File: config.mk
export PLATFORM = sky130hd
export DESIGN_NAME = heater_pid_duty_controller_core
export DESIGN_NICKNAME = d
export VERILOG_FILES = /design/src/design/hpid_pkg.sv /design/src/design/heater_pid_duty_controller_core.sv /design/src/design/hpid_duty.sv
export SDC_FILE = /design/constraint.sdc
export NUM_CORES = 2
export LEC_CHECK = 0
export BUFFER_PORTS_ARGS = -buffer_cell sky130_fd_sc_hd__buf_2
export CAP_MARGIN = 20
export CORE_MARGIN = 10
export CORE_UTILIZATION = 50
export DETAILED_ROUTE_END_ITERATION = 6
export PLACE_DENSITY = 0.61
export SYNTH_ARGS = -nofsm -noshare
export SYNTH_HDL_FRONTEND = slang
export SYNTH_SLANG_ARGS = --single-unit
File: constraint.sdc
create_clock -name clk -period 9 [get_ports clk]
set_input_delay 0.9 -clock clk [delete_from_list [all_inputs] [get_ports clk]]
set_output_delay 0.9 -clock clk [all_outputs]
set_load 0.005 [all_outputs]
File: src/design/hpid_pkg.sv
// Shared constants, widths and register indexes for the heater PID duty controller.
`timescale 1ns / 1ps

package hpid_pkg;

    // Field widths
    localparam int TEMP_W   = 16;
    localparam int GAIN_W   = 16;
    localparam int ERR_W    = 17;
    localparam int DERIV_W  = 18;
    localparam int SUM_W    = 32;
    localparam int DUTY_W   = 7;
    localparam int THRESH_W = 18;

    // Product and accumulator widths (gains are zero-extended to signed)
    localparam int PROD_P_W = GAIN_W + 1 + ERR_W;
    localparam int PROD_I_W = GAIN_W + 1 + SUM_W;
    localparam int PROD_D_W = GAIN_W + 1 + DERIV_W;
    localparam int ACC_W    = PROD_I_W + 2;
    localparam int ACC_SHIFT = 12;

    // Configuration port
    localparam int CFG_INDEX_W = 3;
    localparam int CFG_DATA_W  = 18;

    localparam logic [CFG_INDEX_W-1:0] REG_TARGET     = 3'd0;
    localparam logic [CFG_INDEX_W-1:0] REG_PROP_GAIN  = 3'd1;
    localparam logic [CFG_INDEX_W-1:0] REG_INT_GAIN   = 3'd2;
    localparam logic [CFG_INDEX_W-1:0] REG_DERIV_GAIN = 3'd3;
    localparam logic [CFG_INDEX_W-1:0] REG_TUNING     = 3'd4;
    localparam logic [CFG_INDEX_W-1:0] REG_GAIN_INC   = 3'd5;
    localparam logic [CFG_INDEX_W-1:0] REG_QUIET_THR  = 3'd6;

    // Reset values
    localparam logic [GAIN_W-1:0] PROP_GAIN_RESET = 16'd256;
    localparam logic [GAIN_W-1:0] GAIN_INC_RESET  = 16'd26;

    // Duty clamp limits in percent
    localparam logic [DUTY_W-1:0] DUTY_MIN = 7'd10;
    localparam logic [DUTY_W-1:0] DUTY_MAX = 7'd100;

    localparam int WINDOW_DEFAULT = 1024;

endpackage

File: src/design/heater_pid_duty_controller_core.sv
// Top level of the heater PID duty controller: config registers, state update and pipeline.
`timescale 1ns / 1ps

// Heater PID duty controller.
// Input stream (s_axis_*): one temperature sample per transfer, 1/16 K, in tdata.
// Output stream (m_axis_*): one result per sample; tdata carries the duty in percent
// (10..100) and tuser carries the settled flag, which is set only in tuning mode once
// WINDOW consecutive derivatives have stayed at or below the quiet threshold.
// Configuration channel (cfg_*): register index and data, always ready; writes are
// expected while the block is idle. Writing the proportional gain loads the working
// gain that tuning mode ramps.
// Pipeline: input register, state update (error, derivative, saturating integral, gain
// ramp, quiet count), three gain multipliers, then sum and clamp into the output
// register. One sample is taken in every cycle while m_axis_tready does not hold the
// output; the integral and previous error are updated as the sample leaves the input
// register, which is what lets consecutive samples follow back to back.
// Each stage holds only while the stage after it is full and stalled, so the block keeps
// taking samples into empty stages while a result waits on m_axis_tready.
// Reset sets the configuration and state registers to their documented values and empties the pipeline.
module heater_pid_duty_controller_core
#(
    parameter int WINDOW = hpid_pkg::WINDOW_DEFAULT
)
(
    input  logic                                 clk,
    input  logic                                 rst_n,

    input  logic                                 s_axis_tvalid,
    output logic                                 s_axis_tready,
    input  logic [hpid_pkg::TEMP_W-1:0]          s_axis_tdata,  // [15:0] measured_temperature

    output logic                                 m_axis_tvalid,
    input  logic                                 m_axis_tready,
    output logic [7:0]                           m_axis_tdata,  // [6:0] duty_percent, [7] zero
    output logic [0:0]                           m_axis_tuser,  // [0] settled

    input  logic                                 cfg_valid,
    output logic                                 cfg_ready,
    input  logic [hpid_pkg::CFG_INDEX_W-1:0]     cfg_index,
    input  logic [hpid_pkg::CFG_DATA_W-1:0]      cfg_data
);

    localparam int QCW = $clog2(WINDOW + 1);

    // Configuration registers
    logic        [hpid_pkg::TEMP_W-1:0]   target_reg;
    logic        [hpid_pkg::GAIN_W-1:0]   int_gain_reg;
    logic        [hpid_pkg::GAIN_W-1:0]   deriv_gain_reg;
    logic                                 tuning_reg;
    logic        [hpid_pkg::GAIN_W-1:0]   gain_inc_reg;
    logic signed [hpid_pkg::THRESH_W-1:0] quiet_thr_reg;

    // Controller state
    logic signed [hpid_pkg::SUM_W-1:0]    error_sum_reg,  error_sum_next;
    logic signed [hpid_pkg::ERR_W-1:0]    prev_err_reg;
    logic        [hpid_pkg::GAIN_W-1:0]   work_gain_reg,  work_gain_next;
    logic        [QCW-1:0]                quiet_cnt_reg,  quiet_cnt_next;

    // Pipeline stages
    logic                                 a_valid_reg;
    logic        [hpid_pkg::TEMP_W-1:0]   a_sample_reg;

    logic                                 b_valid_reg;
    logic signed [hpid_pkg::ERR_W-1:0]    b_err_reg;
    logic signed [hpid_pkg::DERIV_W-1:0]  b_deriv_reg;
    logic signed [hpid_pkg::SUM_W-1:0]    b_sum_reg;
    logic        [hpid_pkg::GAIN_W-1:0]   b_gain_reg;
    logic                                 b_settled_reg;

    logic                                 c_valid_reg;
    logic signed [hpid_pkg::PROD_P_W-1:0] c_prod_p_reg;
    logic signed [hpid_pkg::PROD_I_W-1:0] c_prod_i_reg;
    logic signed [hpid_pkg::PROD_D_W-1:0] c_prod_d_reg;
    logic                                 c_settled_reg;

    logic                                 out_valid_reg;
    logic        [hpid_pkg::DUTY_W-1:0]   out_duty_reg;
    logic                                 out_settled_reg;

    logic out_ready, c_ready, b_ready, a_ready;
    logic a_fire, b_fire, c_fire;
    logic cfg_fire;

    logic signed [hpid_pkg::ERR_W-1:0]    err;
    logic signed [hpid_pkg::DERIV_W-1:0]  deriv;
    logic signed [hpid_pkg::SUM_W:0]      sum_wide;
    logic        [hpid_pkg::GAIN_W:0]     gain_wide;
    logic                                 settled_next;
    logic        [hpid_pkg::DUTY_W-1:0]   duty;

    // Backpressure: a stage loads when it is empty or its content moves on.
    assign out_ready     = !out_valid_reg || m_axis_tready;
    assign c_ready       = !c_valid_reg || out_ready;
    assign b_ready       = !b_valid_reg || c_ready;
    assign a_ready       = !a_valid_reg || b_ready;
    assign s_axis_tready = a_ready;

    assign a_fire = a_valid_reg && b_ready;
    assign b_fire = b_valid_reg && c_ready;
    assign c_fire = c_valid_reg && out_ready;

    assign cfg_ready = 1'b1;
    assign cfg_fire  = cfg_valid && cfg_ready;

    // State update for the sample leaving the input register
    always_comb
    begin
        err   = $signed({1'b0, target_reg}) - $signed({1'b0, a_sample_reg});
        deriv = hpid_pkg::DERIV_W'(prev_err_reg) - hpid_pkg::DERIV_W'(err);

        gain_wide = {1'b0, work_gain_reg} + {1'b0, gain_inc_reg};
        if (!tuning_reg)
        begin
            work_gain_next = work_gain_reg;
        end
        else if (gain_wide[hpid_pkg::GAIN_W])
        begin
            work_gain_next = '1;
        end
        else
        begin
            work_gain_next = gain_wide[hpid_pkg::GAIN_W-1:0];
        end

        if (deriv <= quiet_thr_reg)
        begin
            if (quiet_cnt_reg < QCW'(WINDOW))
            begin
                quiet_cnt_next = quiet_cnt_reg + QCW'(1);
            end
            else
            begin
                quiet_cnt_next = quiet_cnt_reg;
            end
        end
        else
        begin
            quiet_cnt_next = '0;
        end

        // Saturate the integral: overflow shows as the two top bits differing.
        sum_wide = (hpid_pkg::SUM_W+1)'(error_sum_reg) + (hpid_pkg::SUM_W+1)'(err);
        if (sum_wide[hpid_pkg::SUM_W] != sum_wide[hpid_pkg::SUM_W-1])
        begin
            error_sum_next = sum_wide[hpid_pkg::SUM_W]
                           ? {1'b1, {(hpid_pkg::SUM_W-1){1'b0}}}
                           : {1'b0, {(hpid_pkg::SUM_W-1){1'b1}}};
        end
        else
        begin
            error_sum_next = sum_wide[hpid_pkg::SUM_W-1:0];
        end

        settled_next = tuning_reg && (quiet_cnt_next >= QCW'(WINDOW));
    end

    // Configuration registers and controller state
    always_ff @(posedge clk or negedge rst_n)
    begin
        if (!rst_n)
        begin
            target_reg     <= '0;
            int_gain_reg   <= '0;
            deriv_gain_reg <= '0;
            tuning_reg     <= 1'b0;
            gain_inc_reg   <= hpid_pkg::GAIN_INC_RESET;
            quiet_thr_reg  <= '0;
            error_sum_reg  <= '0;
            prev_err_reg   <= '0;
            work_gain_reg  <= hpid_pkg::PROP_GAIN_RESET;
            quiet_cnt_reg  <= '0;
        end
        else
        begin
            if (cfg_fire)
            begin
                unique case (cfg_index)
                    hpid_pkg::REG_TARGET:     target_reg     <= cfg_data[hpid_pkg::TEMP_W-1:0];
                    hpid_pkg::REG_PROP_GAIN:  work_gain_reg  <= cfg_data[hpid_pkg::GAIN_W-1:0];
                    hpid_pkg::REG_INT_GAIN:   int_gain_reg   <= cfg_data[hpid_pkg::GAIN_W-1:0];
                    hpid_pkg::REG_DERIV_GAIN: deriv_gain_reg <= cfg_data[hpid_pkg::GAIN_W-1:0];
                    hpid_pkg::REG_TUNING:     tuning_reg     <= cfg_data[0];
                    hpid_pkg::REG_GAIN_INC:   gain_inc_reg   <= cfg_data[hpid_pkg::GAIN_W-1:0];
                    hpid_pkg::REG_QUIET_THR:  quiet_thr_reg  <= $signed(cfg_data);
                    default: ;
                endcase
            end
            else if (a_fire)
            begin
                error_sum_reg <= error_sum_next;
                prev_err_reg  <= err;
                work_gain_reg <= work_gain_next;
                quiet_cnt_reg <= quiet_cnt_next;
            end
        end
    end

    // Pipeline valid bits
    always_ff @(posedge clk or negedge rst_n)
    begin
        if (!rst_n)
        begin
            a_valid_reg   <= 1'b0;
            b_valid_reg   <= 1'b0;
            c_valid_reg   <= 1'b0;
            out_valid_reg <= 1'b0;
        end
        else
        begin
            if (a_ready)
            begin
                a_valid_reg <= s_axis_tvalid;
            end
            if (b_ready)
            begin
                b_valid_reg <= a_valid_reg;
            end
            if (c_ready)
            begin
                c_valid_reg <= b_valid_reg;
            end
            if (out_ready)
            begin
                out_valid_reg <= c_valid_reg;
            end
        end
    end

    // Pipeline payload
    always_ff @(posedge clk)
    begin
        if (s_axis_tvalid && a_ready)
        begin
            a_sample_reg <= s_axis_tdata;
        end
        if (a_fire)
        begin
            b_err_reg     <= err;
            b_deriv_reg   <= deriv;
            b_sum_reg     <= error_sum_next;
            b_gain_reg    <= work_gain_next;
            b_settled_reg <= settled_next;
        end
        if (b_fire)
        begin
            c_prod_p_reg  <= $signed({1'b0, b_gain_reg}) * b_err_reg;
            c_prod_i_reg  <= $signed({1'b0, int_gain_reg}) * b_sum_reg;
            c_prod_d_reg  <= $signed({1'b0, deriv_gain_reg}) * b_deriv_reg;
            c_settled_reg <= b_settled_reg;
        end
        if (c_fire)
        begin
            out_duty_reg    <= duty;
            out_settled_reg <= c_settled_reg;
        end
    end

    hpid_duty u_duty
    (
        .prod_p (c_prod_p_reg),
        .prod_i (c_prod_i_reg),
        .prod_d (c_prod_d_reg),
        .duty   (duty)
    );

    assign m_axis_tvalid = out_valid_reg;
    assign m_axis_tdata  = {1'b0, out_duty_reg};
    assign m_axis_tuser  = out_settled_reg;

endmodule

File: src/design/hpid_duty.sv
// Sums the three PID terms, scales by the Q8.8 and 1/16 K shift, and clamps the duty.
`timescale 1ns / 1ps

module hpid_duty
(
    input  logic signed [hpid_pkg::PROD_P_W-1:0] prod_p,
    input  logic signed [hpid_pkg::PROD_I_W-1:0] prod_i,
    input  logic signed [hpid_pkg::PROD_D_W-1:0] prod_d,
    output logic        [hpid_pkg::DUTY_W-1:0]   duty
);

    localparam int QW = hpid_pkg::ACC_W - hpid_pkg::ACC_SHIFT;

    logic signed [hpid_pkg::ACC_W-1:0] acc;
    logic        [QW-2:0]              quot;

    assign acc = hpid_pkg::ACC_W'(prod_p) + hpid_pkg::ACC_W'(prod_i)
               + hpid_pkg::ACC_W'(prod_d);

    // Non-negative accumulator: the sign bit is zero, so the quotient is the bits below it.
    assign quot = acc[hpid_pkg::ACC_W-2:hpid_pkg::ACC_SHIFT];

    always_comb
    begin
        if (acc[hpid_pkg::ACC_W-1])
        begin
            duty = hpid_pkg::DUTY_MIN;
        end
        else if (quot > (QW-1)'(hpid_pkg::DUTY_MAX))
        begin
            duty = hpid_pkg::DUTY_MAX;
        end
        else if (quot < (QW-1)'(hpid_pkg::DUTY_MIN))
        begin
            duty = hpid_pkg::DUTY_MIN;
        end
        else
        begin
            duty = quot[hpid_pkg::DUTY_W-1:0];
        end
    end

endmodule
==> load_flow_metrics.sql <==
INSERT INTO impl_metrics (metric_group, metric, value, unit) VALUES
('placed_design', 'place_ws', '1.34', 'ns'),
('logic_synthesis', 'ys_async_sr_fraction', '41.8', '%'),
('detailed_routing', 'route.detailed.wl_per_inst', '20.4', 'µm'),
('worst_setup_path', 'critPathBufInv', '4', ''),
('detailed_routing', 'ant_nets', '0', ''),
('detailed_routing', 'detail_route.first_pass.iterations', '5', ''),
('logic_synthesis', 'synth_common_cells', 'sky130_fd_sc_hd__inv_1, sky130_fd_sc_hd__fa_1, sky130_fd_sc_hd__nand2_1, sky130_fd_sc_hd__ha_1, sky130_fd_sc_hd__and2_1', ''),
('clock_tree', 'clock_tree.htree_level_count', '2', ''),
('worst_setup_path', 'critPathMostFrequentCell', 'sky130_fd_sc_hd__fa_1', ''),
('timing', 'grt_setup_unrepaired', 'false', ''),
('worst_setup_path', 'timing.critical_path.slowest_cell_delay', '0.71', 'ns'),
('timing', 'fin_hold_ws', '0.215', 'ns'),
('clock_tree', 'insertion_delay', '0.66', 'ns'),
('worst_setup_path', 'crit_path_end_kind', 'register', ''),
('layout', 'final_design_area_no_fill', '63800', 'µm²'),
('clock_tree', 'cts_setup_buffers', '0', ''),
('worst_setup_path', 'worstPathRequired', '9.39', 'ns'),
('clock_tree', 'hold_fix_buffer_count_after_cts', '0', ''),
('floorplanning', 'ios', '54', ''),
('clock_tree', 'post_cts.resized_instances', '0', ''),
('timing', 'maxClockFrequency', '129', 'MHz'),
('timing', 'worstMarginPinSlew', '1.06', 'ns'),
('logic_synthesis', 'synth_area_per_cell', '9.58', 'µm²'),
('timing', 'clock-skew-final', '0.0534', 'ns'),
('worst_setup_path', 'crit_fanout', '9', ''),
('placed_design', 'numPortBuffers', '51', ''),
('floorplanning', 'die_area', '134000', 'µm²'),
('timing', 'totalNegativeSetupSlack', '0', 'ns'),
('placed_design', 'placement_cell_area', '62100', 'µm²'),
('timing', 'final-max-slew-violation-count', '0', ''),
('logic_synthesis', 'ys_top_cells_by_area', 'sky130_fd_sc_hd__fa_1, sky130_fd_sc_hd__edfxtp_1, sky130_fd_sc_hd__ha_1', ''),
('global_route', 'grt_max_degree', '65', ''),
('clock_tree', 'tritoncts.num_buffers', '47', ''),
('detailed_routing', 'drt_iter0_drc', '2692', ''),
('floorplanning', 'coreArea', '120000', 'µm²'),
('logic_synthesis', 'synth_enable_flop_cells', '227', ''),
('logic_synthesis', 'synth_most_common_cell', 'sky130_fd_sc_hd__inv_1', ''),
('outcome', 'run_status', 'complete, no violations', ''),
('logic_synthesis', 'synth.yosys.seq_area_share', '18.1', '%'),
('timing', 'period_minus_slack', '7.74', 'ns'),
('timing', 'fin_crit_sh', '86.0', '%'),
('clock_tree', 'cts_buffer_depth', '3', ''),
('timing', 'hold_violations', '0', ''),
('floorplanning', 'die_h', '367', 'µm'),
('logic_synthesis', 'synthesis.instances', '6267', ''),
('logic_synthesis', 'synthesized_flop_and_latch_total', '390', ''),
('layout', 'share_of_layout_cells_above_drive_strength_1', '6.11', '%'),
('global_route', 'antenna_found_initial', '9', ''),
('worst_setup_path', 'cp_slowest_cell', 'sky130_fd_sc_hd__o41ai_1', ''),
('layout', 'max_ffs_per_register', '49', ''),
('detailed_routing', 'aggregate_routed_wire_length', '160000', 'µm'),
('logic_synthesis', 'count_of_synthesis_stage_warnings_from_yosys', '0', ''),
('logic_synthesis', 'syn-num-nets', '7829', ''),
('logic_synthesis', 'post_synth_instance_area', '60100', 'µm²'),
('worst_setup_path', 'startpoint_type', 'register', ''),
('worst_setup_path', 'path_delay_family', 'adder cells', ''),
('worst_setup_path', 'critical_path_class', 'register to register', ''),
('clock_tree', 'cts_tree', 'yes', ''),
('placed_design', 'dp.final_hpwl', '129000', 'µm'),
('clock_tree', 'clkSinkCount', '390', ''),
('logic_synthesis', 'synth.distinct_cells', '98', ''),
('logic_synthesis', 'share_of_the_synthesized_area_in_the_top_cell_type', '34.8', '%'),
('detailed_routing', 'via_count', '42000', ''),
('floorplanning', 'die_x', '367', 'µm'),
('detailed_routing', 'remaining_drc_errors', '0', ''),
('hold_path', 'hold_path.class', 'input port to asynchronous set/reset pin', ''),
('clock_tree', 'cts_root_buffer', 'sky130_fd_sc_hd__clkbuf_16', ''),
('global_route', 'global_route_wire_length_before_repair', '256000', 'µm'),
('worst_setup_path', 'worstPathArrival', '8.13', 'ns'),
('run', 'drv.max_cap_violation_count', '0', ''),
('timing', 'slew-limit-headroom', '29.3', '%');
## cells by family after synthesis
logic type      synth area share [%]
xor+xnor                        3.00
compound gates                  8.06
flops                           18.1
mux                             2.37
simple gates                    13.6
fa+ha+maj                       44.7
other cells                   0.0125
buf+inv                         10.0
## metal layers
layer  GRT usage [%]  part of all wire (%)
met1            32.3                    43
met2            38.7                    46
met3            6.09                   8.1
met4            7.88                   3.5
met5               0                 0.021
## final cells by class
type                            count  area, µm²  share of cell area [%]
Antenna cell                        1       2.50                 0.00392
Clock inverter                     34        402                   0.630
Sequential cell                   390      10900                    17.1
Clock buffer                       54       1260                    1.98
Multi-Input combinational cell   4277      43200                    67.7
Tap cell                         1612       2020                    3.16
Timing Repair Buffer              110        872                    1.37
Inverter                         1369       5140                    8.06
## worst register-to-register path: stages, from the launching register on
cell and delay [ns]:
sky130_fd_sc_hd__edfxtp_1 0.62, sky130_fd_sc_hd__buf_4 0.27, sky130_fd_sc_hd__nand2_1 0.10, sky130_fd_sc_hd__fa_1 0.56, sky130_fd_sc_hd__fa_1 0.59, sky130_fd_sc_hd__fa_1 0.47, sky130_fd_sc_hd__fa_1 0.55, sky130_fd_sc_hd__inv_1 0.06
sky130_fd_sc_hd__fa_1 0.49, sky130_fd_sc_hd__inv_1 0.05, sky130_fd_sc_hd__fa_1 0.47, sky130_fd_sc_hd__inv_1 0.04, sky130_fd_sc_hd__ha_1 0.34, sky130_fd_sc_hd__nand3_1 0.11, sky130_fd_sc_hd__o21ai_0 0.12, sky130_fd_sc_hd__o41ai_1 0.71
sky130_fd_sc_hd__o221ai_1 0.51, sky130_fd_sc_hd__o21a_1 0.33, sky130_fd_sc_hd__o41ai_1 0.52, sky130_fd_sc_hd__o21bai_1 0.13, sky130_fd_sc_hd__a21oi_1 0.19, sky130_fd_sc_hd__xnor2_1 0.23
## path summary, 6_finish.rpt
| check | endpoint | slack (ns) | startpoint | depth (start not counted) |
|---|---|---|---|---|
| setup / recovery | c_prod_d_reg[25] | 1.26 | b_deriv_reg[10] | 21 |
| hold / removal | target_reg[10] | 0.22 | rst_n | 1 |
| setup reg to reg | c_prod_d_reg[25] | 1.26 | b_deriv_reg[10] | 21 |
| hold reg to reg | m_axis_tuser | 0.42 | c_settled_reg | 0 |
| max in group asynchronous | int_gain_reg[1] | 7.55 | rst_n | 2 |
| min in group clk | a_sample_reg[12] | 0.41 | s_axis_tdata[12] | 1 |
## layout by cell type, fill, tap and decap left out, drive strengths merged, types with 16 or more instances in the layout
cell       n
edfxtp   227
xnor2    150
nand3     51
o21a      30
nor2b     35
a31oi     23
mux2     120
clkinv    18
o21bai    43
nand2    760
nand2b    38
a21boi    16
o21ai    159
buf      110
a21oi    204
fa      1043
and2     467
ha       477
a21o     113
and3      20
clkbuf    54
dfrtp    159
inv     1371
nor2     163
o31ai     17
nor3      47
xor2      55
nand4     35
a211oi    24
## per-stage QoR
stage,utilization (%),std cells
after floorplan,-,6267
after global placement,51.7,7749
after detailed placement,51.9,7756
after CTS,53.3,7844
after global routing,53.3,7846
final,53.3,7847
Power is not shown: default switching activity piles up to over one toggle a cycle in this logic, so the estimate is an artifact.
